File: src/rtl/mps_pkg.sv
package mps_pkg;

  // Channel count and derived widths
  localparam int NUM_SERVOS = 3;
  localparam int CH_W       = (NUM_SERVOS > 1) ? $clog2(NUM_SERVOS) : 1;

  // Field widths
  localparam int TICK_W  = 16;
  localparam int LIMIT_W = 8;
  localparam int PINS_W  = 3;
  localparam int BTN_W   = 3;
  localparam int CHAN_W  = 2;
  localparam int CIDX_W  = 3;

  // Stream payload widths (whole bytes)
  localparam int IN_DATA_W  = 8;
  localparam int OUT_FLD_W  = PINS_W + TICK_W + CHAN_W;
  localparam int OUT_DATA_W = ((OUT_FLD_W + 7) / 8) * 8;

  // Operation codes
  localparam logic OP_OVERFLOW = 1'b0;
  localparam logic OP_POLL     = 1'b1;

  // Configuration register indexes
  typedef enum logic [CIDX_W-1:0] {
    CFG_SLOT_CONSTANT  = 3'd0,
    CFG_LEFT_TICKS     = 3'd1,
    CFG_RIGHT_TICKS    = 3'd2,
    CFG_CENTER_TICKS   = 3'd3,
    CFG_DEBOUNCE_LIMIT = 3'd4
  } cfg_idx_t;

  // Reset values
  localparam logic [TICK_W-1:0]  SLOT_RST   = 16'd64870;
  localparam logic [TICK_W-1:0]  LEFT_RST   = 16'd900;
  localparam logic [TICK_W-1:0]  RIGHT_RST  = 16'd1900;
  localparam logic [TICK_W-1:0]  CENTER_RST = 16'd1400;
  localparam logic [LIMIT_W-1:0] LIMIT_RST  = 8'd200;

  // Live configuration seen by the step logic
  typedef struct packed {
    logic [TICK_W-1:0]  slot_constant;
    logic [TICK_W-1:0]  left_ticks;
    logic [TICK_W-1:0]  right_ticks;
    logic [LIMIT_W-1:0] debounce_limit;
  } cfg_t;

  // One result item
  typedef struct packed {
    logic [PINS_W-1:0] servo_pins;
    logic [TICK_W-1:0] timer_reload;
    logic              reload_valid;
    logic [CHAN_W-1:0] active_channel;
  } result_t;

endpackage

File: src/rtl/mps_cfg.sv
module mps_cfg
  import mps_pkg::*;
(
  input  logic              clk,
  input  logic              rst_n,
  input  logic              wr_en,
  input  logic [CIDX_W-1:0] wr_index,
  input  logic [TICK_W-1:0] wr_data,
  output cfg_t              cfg
);

  cfg_t cfg_r;
  cfg_t cfg_nxt;

  // Decode the write; center_ticks only matters at reset, so it is not held
  always_comb begin
    cfg_nxt = cfg_r;
    if (wr_en) begin
      unique case (wr_index)
        CFG_SLOT_CONSTANT:  cfg_nxt.slot_constant  = wr_data;
        CFG_LEFT_TICKS:     cfg_nxt.left_ticks     = wr_data;
        CFG_RIGHT_TICKS:    cfg_nxt.right_ticks    = wr_data;
        CFG_DEBOUNCE_LIMIT: cfg_nxt.debounce_limit = wr_data[LIMIT_W-1:0];
        default:            cfg_nxt = cfg_r;
      endcase
    end
  end

  always_ff @(posedge clk) begin
    if (!rst_n) begin
      cfg_r.slot_constant  <= SLOT_RST;
      cfg_r.left_ticks     <= LEFT_RST;
      cfg_r.right_ticks    <= RIGHT_RST;
      cfg_r.debounce_limit <= LIMIT_RST;
    end else begin
      cfg_r <= cfg_nxt;
    end
  end

  assign cfg = cfg_r;

endmodule

File: src/rtl/mps_step.sv
module mps_step
  import mps_pkg::*;
(
  input  logic             clk,
  input  logic             rst_n,
  input  logic             fire,
  input  logic             op,
  input  logic [BTN_W-1:0] buttons,
  input  cfg_t             cfg,
  output result_t          result
);

  logic [CH_W-1:0]    chan_r, chan_nxt;
  logic [PINS_W-1:0]  pins_r, pins_nxt;
  logic [TICK_W-1:0]  pos_r    [NUM_SERVOS];
  logic [TICK_W-1:0]  pos_nxt  [NUM_SERVOS];
  logic [NUM_SERVOS-1:0] stable_r, stable_nxt;
  logic [LIMIT_W-1:0] cnt_r    [NUM_SERVOS];
  logic [LIMIT_W-1:0] cnt_nxt  [NUM_SERVOS];
  logic [LIMIT_W-1:0] cnt_inc  [NUM_SERVOS];
  logic [PINS_W-1:0]  bit_sel;
  logic [TICK_W-1:0]  pos_cur;
  logic [TICK_W-1:0]  reload;

  // On an overflow, toggle the active pin, pick the reload value and advance the channel when the pin falls
  always_comb begin
    bit_sel  = PINS_W'(1) << chan_r;
    pos_cur  = pos_r[chan_r];
    chan_nxt = chan_r;
    pins_nxt = pins_r;
    reload   = '0;
    if (op == OP_OVERFLOW) begin
      pins_nxt = pins_r ^ bit_sel;
      if ((pins_nxt & bit_sel) != '0) begin
        reload = TICK_W'(0) - pos_cur;
      end else begin
        reload = cfg.slot_constant - pos_cur;
        if (chan_r == CH_W'(NUM_SERVOS - 1)) begin
          chan_nxt = '0;
        end else begin
          chan_nxt = chan_r + CH_W'(1);
        end
      end
    end
  end

  // Debounce each button on a poll tick
  always_comb begin
    stable_nxt = stable_r;
    for (int i = 0; i < NUM_SERVOS; i++) begin
      pos_nxt[i] = pos_r[i];
      cnt_nxt[i] = cnt_r[i];
      cnt_inc[i] = cnt_r[i] + LIMIT_W'(1);
      if (op == OP_POLL) begin
        if (buttons[i] != stable_r[i]) begin
          cnt_nxt[i] = cnt_inc[i];
          if (cnt_inc[i] > cfg.debounce_limit) begin
            cnt_nxt[i]    = '0;
            stable_nxt[i] = ~stable_r[i];
            pos_nxt[i]    = stable_r[i] ? cfg.right_ticks : cfg.left_ticks;
          end
        end else begin
          cnt_nxt[i] = '0;
        end
      end
    end
  end

  // Commit state when the item moves to the result register
  always_ff @(posedge clk) begin
    if (!rst_n) begin
      chan_r   <= '0;
      pins_r   <= '0;
      stable_r <= '0;
      for (int i = 0; i < NUM_SERVOS; i++) begin
        pos_r[i] <= CENTER_RST;
        cnt_r[i] <= '0;
      end
    end else if (fire) begin
      chan_r   <= chan_nxt;
      pins_r   <= pins_nxt;
      stable_r <= stable_nxt;
      for (int i = 0; i < NUM_SERVOS; i++) begin
        pos_r[i] <= pos_nxt[i];
        cnt_r[i] <= cnt_nxt[i];
      end
    end
  end

  // Build the result item
  always_comb begin
    result.servo_pins     = pins_nxt;
    result.timer_reload   = reload;
    result.reload_valid   = (op == OP_OVERFLOW);
    result.active_channel = CHAN_W'(chan_nxt);
  end

endmodule

File: src/rtl/multiplexed_servo_pulse_scheduler_top.sv
// Channel  Dir  Payload
// in_      in   tdata[2:0] button_levels, tuser[0] operation
// out_     out  tdata[2:0] servo_pins, [18:3] timer_reload, [20:19] active_channel;
//               tuser[0] reload_valid
// cfg_     in   cfg_index register, cfg_data value (debounce_limit uses bits 7:0)
//
// One transaction per cycle sustained while out_tready is high; the path runs from the
// input register to the result register, with the step logic between them.
// rst_n is synchronous: all pins low, channel 0, positions 1400, registers at
// their defaults. cfg_ready is always high.
// A stalled out_ holds its result; the input register still takes a new item whenever it is
// empty or the result register is free or being drained in the same cycle.
module multiplexed_servo_pulse_scheduler_top
  import mps_pkg::*;
(
  input  logic                  clk,
  input  logic                  rst_n,
  input  logic                  in_tvalid,
  output logic                  in_tready,
  input  logic [IN_DATA_W-1:0]  in_tdata,   // [2:0] button_levels
  input  logic [0:0]            in_tuser,   // [0] operation
  output logic                  out_tvalid,
  input  logic                  out_tready,
  output logic [OUT_DATA_W-1:0] out_tdata,  // servo_pins, timer_reload, active_channel
  output logic [0:0]            out_tuser,  // [0] reload_valid
  input  logic                  cfg_valid,
  output logic                  cfg_ready,
  input  logic [CIDX_W-1:0]     cfg_index,
  input  logic [TICK_W-1:0]     cfg_data
);

  logic             s1_valid_r, s1_valid_nxt;
  logic             s1_op_r;
  logic [BTN_W-1:0] s1_btn_r;
  logic             out_valid_r, out_valid_nxt;
  result_t          out_res_r;
  result_t          step_res;
  cfg_t             cfg;
  logic             out_free;
  logic             s1_fire;
  logic             in_fire;

  // Handshake control
  assign out_free  = !out_valid_r || out_tready;
  assign s1_fire   = s1_valid_r && out_free;
  assign in_tready = !s1_valid_r || out_free;
  assign in_fire   = in_tvalid && in_tready;
  assign cfg_ready = 1'b1;

  mps_cfg u_cfg (
    .clk      (clk),
    .rst_n    (rst_n),
    .wr_en    (cfg_valid),
    .wr_index (cfg_index),
    .wr_data  (cfg_data),
    .cfg      (cfg)
  );

  mps_step u_step (
    .clk     (clk),
    .rst_n   (rst_n),
    .fire    (s1_fire),
    .op      (s1_op_r),
    .buttons (s1_btn_r),
    .cfg     (cfg),
    .result  (step_res)
  );

  // Advance the valid flags
  always_comb begin
    s1_valid_nxt  = in_fire ? 1'b1 : (s1_fire ? 1'b0 : s1_valid_r);
    out_valid_nxt = s1_fire ? 1'b1 : (out_tready ? 1'b0 : out_valid_r);
  end

  always_ff @(posedge clk) begin
    if (!rst_n) begin
      s1_valid_r  <= 1'b0;
      out_valid_r <= 1'b0;
    end else begin
      s1_valid_r  <= s1_valid_nxt;
      out_valid_r <= out_valid_nxt;
    end
  end

  // Capture payloads
  always_ff @(posedge clk) begin
    if (in_fire) begin
      s1_op_r  <= in_tuser[0];
      s1_btn_r <= in_tdata[BTN_W-1:0];
    end
    if (s1_fire) begin
      out_res_r <= step_res;
    end
  end

  // Pack the result
  assign out_tvalid = out_valid_r;
  assign out_tuser  = out_res_r.reload_valid;
  assign out_tdata  = OUT_DATA_W'({out_res_r.active_channel,
                                   out_res_r.timer_reload,
                                   out_res_r.servo_pins});

endmodule
File: config.mk
export PLATFORM = sky130hd
export DESIGN_NAME = multiplexed_servo_pulse_scheduler_top
export DESIGN_NICKNAME = d
export VERILOG_FILES = /design/src/rtl/mps_pkg.sv /design/src/rtl/mps_cfg.sv /design/src/rtl/mps_step.sv /design/src/rtl/multiplexed_servo_pulse_scheduler_top.sv
export SDC_FILE = /design/constraint.sdc
export NUM_CORES = 1
export LEC_CHECK = 0
export BUFFER_PORTS_ARGS = -buffer_cell sky130_fd_sc_hd__buf_2
export CORE_UTILIZATION = 55
export DETAILED_ROUTE_END_ITERATION = 8
export HOLD_SLACK_MARGIN = 0.08
export MAX_ROUTING_LAYER = met4
export PLACE_DENSITY = 0.8
export SETUP_SLACK_MARGIN = 0.1
export SYNTH_ARGS = -nofsm -noshare
export SYNTH_HDL_FRONTEND = slang
export SYNTH_SLANG_ARGS = --single-unit
File: constraint.sdc
create_clock -name clk -period 3.19 [get_ports clk]
set_input_delay 0.319 -clock clk [delete_from_list [all_inputs] [get_ports clk]]
set_output_delay 0.319 -clock clk [all_outputs]
set_load 0.02 [all_outputs]
==> reports/qor.yml <==
outcome:
  status: "finished, final reports clean"
synthesis:
  synth_area_leaders: "edfxtp_1, dfxtp_1, mux2i_1, nand2_1, ha_1"
  synth_top_area_frac: 0.338
  synth_cell_type_count: 59
  synthesis.area_um2: 8690
  yosysTopAreaCell: "edfxtp_1"
  ys_seq_area_frac: 0.495
  avgSynthCellArea_um2: 9.96
  syn_inst: 873
  ys_warn_count: 0
  ys_seq_elements: 166
worst_setup_path:
  r2r_setup_slack_ns: 0.13
  crit_buf_inv: 1
  critPathLaunch: "u_step.chan_r[1]$_SDFFE_PN0P_"
  critPathTopFamily: "compound AO/OA/AOI/OAI gates"
  end_kind: "flop"
  path_cells: "nor2b_1 -> ha_2 -> nor3_4 -> nand2_1 -> ha_1 -> inv_1 -> fa_2 -> a21oi_4 -> o2111ai_4 -> o31ai_4 -> o21ai_2 -> a311oi_2 -> mux2_1"
  cpMaxStageDelayCell: "fa_2"
  critPathLaunchType: "flop"
  critPathMaxStageDelay_ns: 0.37
  worstPathArrival_ns: 3.24
  path_class: "reg2reg"
  reg2reg_from: "u_step.chan_r[1]$_SDFFE_PN0P_"
  worst-endpoint-required_ns: 3.37
  path_max_fanout: 5
clock_network:
  htreeDepth: 4
  cts_tree: "yes"
  clkSlewWorstSetupHoldPaths_ns: 0.06
  cts_root_buffer: "clkbuf_16"
  worstSkewPairLatency_ns: 0.43
  cts.sinks: 166
  cts_made_buffers: 17
  max-clock-path-buffers: 2
min_path:
  hold_path.class: "in2reg"
  hp-start: "in_tvalid"
global_routing:
  grt_max_degree: 39
  grt_overflow: 0
  grt_use_total: 0.246
  grt_pass1_wl_um: 29700
  antenna_found_initial: 0
  first_global_vias: 6044
power:
  p_per_area_nw_per_um2: 517
  power.leakage_nw: 3.77
  fin_total_pwr_mw: 5.25
  irDropWorstVdd_uv: 389
die:
  num_rows: 45
  initial_utilization: 0.568
  dieHeight_um: 128
  io_pins: 61
  design.core.area_um2: 15300
  die_area_um2: 16300
  die_x_um: 128
timing:
  slew_headroom: 0.446
  tightest_slew_ns: 0.828
  drv_slew: 0
  rsz0062_at_grt: "true"
  hold_violations: 0
  setup-tns-final_ns: 0
  min_period_ns: 3.06
  max_freq_ghz: 0.327
  fin_crit_sh: 0.959
  finalSetupViolations: 0
  finClkSkew_ns: 0.0160
detailed_routing:
  antenna_left: 0
  wire_per_inst_um: 16.1
  via_per_inst: 5.50
  drt_wl_total_um: 18800
  drc: 0
  drt_iter0_markers: 456
  vias: 6398
  dr.pass1.iters: 5
place:
  place_inst: 1121
  numPortBuffers: 51
  placed_cell_area_um2: 9250
  place_congestion: 0.829
  place_hpwl_um: 12500
finish:
  synthToLayoutAreaGrowth_pct: 16.8
  antenna_cells: 0
  final_net_count: 1019
  stdcell_count: 1164
  drive_above_1_share: 0.161
  layout_commonest_cell: "nand2_1"
  final_area_um2: 10200
  final_cell_mix: "nand2_1, edfxtp_1, nor2_1"
job:
  cap_violations: 0
==> routing by layer <==
metal  GRT usage  part of all wire
met4       0.109             0.019
met5           -                 0
met1       0.309              0.44
met3      0.0434             0.059
met2       0.393              0.48
==> worst register-to-register path, cell delays in order (launching register included) <==
cell and delay [ns]:
dfxtp_4 0.36, nor2b_1 0.15, ha_2 0.22, nor3_4 0.05
nand2_1 0.06, ha_1 0.16, inv_1 0.06, fa_2 0.37
a21oi_4 0.20, o2111ai_4 0.14, o31ai_4 0.32, o21ai_2 0.13
a311oi_2 0.25, mux2_1 0.34
==> layout make-up <==
| cell class | instances | area [um^2] |
|---|---|---|
| clock buffers | 23 | 532 |
| clock inverters | 9 | 85.1 |
| fillers | 1162 | 5160 |
| inverters | 21 | 78.8 |
| multi-input cells | 650 | 4320 |
| flip-flops and latches | 166 | 4310 |
| well taps | 211 | 264 |
| repair buffers | 84 | 563 |
==> power breakdown <==
group	leakage, nW	internal (mW)	total (mW)	switching [mW]
registers	1.49	2.36	2.41	0.0473
clock network	0.299	1.26	2.08	0.827
logic	1.98	0.328	0.755	0.427
total	3.77	3.95	5.25	1.30
==> timing repair <==
action / in CTS / in global routing
gates resized for setup: 6 / 29
hold endpoints to repair: 4 / 0
pin swaps: 5 / 10
cloned: 0 / 0
hold buffers: 4 / 0
setup buffers: 2 / 5
setup endpoints to repair: 14 / 84
==> sequential cells by signal, indices dropped and copies added, names as in the netlist, named ones only <==
| name | flops |
|---|---|
| s1_valid_r | 1 |
| out_tvalid | 1 |
| u_step.cnt_r | 24 |
| s1_btn_r | 3 |
| u_step.chan_r | 2 |
| u_cfg.cfg | 56 |
| out_tuser | 1 |
| s1_op_r | 1 |
| out_tdata | 21 |
| u_step.pins_r | 3 |
| u_step.pos_r | 48 |
| u_step.stable_r | 3 |
==> kinds of logic after synthesis <==
logic type | after synthesis | share of synthesized area
other | 2 | 0.000864
adders and majority gates | 46 | 0.0671
muxes | 73 | 0.0850
AOI/OAI and AO/OA | 113 | 0.0902
xor gates and xnor gates | 32 | 0.0322
and+or+nand+nor | 382 | 0.200
DFF | 166 | 0.495
buffers and inverters | 59 | 0.0299
==> Yosys cell counts, drive strengths merged <==
cell	count
or3	2
o21ai	13
a21boi	35
and2	18
o2111ai	3
conb	2
nor3	6
a21oi	33
or2	1
and3	6
or4	1
o21bai	2
a31oi	2
o31ai	1
ha	45
nand4	8
a211oi	2
a211o	1
nor3b	4
o21a	2
edfxtp	98
xnor2	16
mux2	4
nand3	44
nand3b	3
clkinv	2
nand2b	3
fa	1
dfxtp	68
a32oi	1
inv	19
a311oi	2
o211ai	7
a21o	6
mux2i	69
nor4	2
and2b	3
nor2	85
nand2	163
nor2b	33
clkbuf	23
o31a	2
xor2	16
o211a	1
buf	15
==> stage by stage <==
| stage | setup WS [ns] | utilization | hold slack [ns] |
|---|---|---|---|
| after global placement | 0.0190 | 0.604 | 0.443 |
| after detailed placement | -0.0437 | 0.604 | 0.448 |
| after CTS | 0.0648 | 0.651 | 0.117 |
| after global routing | 0.0117 | 0.663 | 0.157 |
| final | 0.130 | 0.663 | 0.124 |
| after floorplan | 0.101 | - | 0.418 |
==> path summary, 6_finish.rpt <==
| kind | endpoint | depth (start not counted) |
|---|---|---|
| setup reg to reg | out_tdata[17]$_SDFFCE_PP0P_ | 13 |
| hold reg to reg | u_step.pins_r[2]$_SDFFE_PN0P_ | 2 |
| hold / removal | s1_valid_r$_SDFFE_PN0P_ | 3 |
| setup / recovery | out_tdata[17]$_SDFFCE_PP0P_ | 13 |
Power figures use the tool's default switching activity.
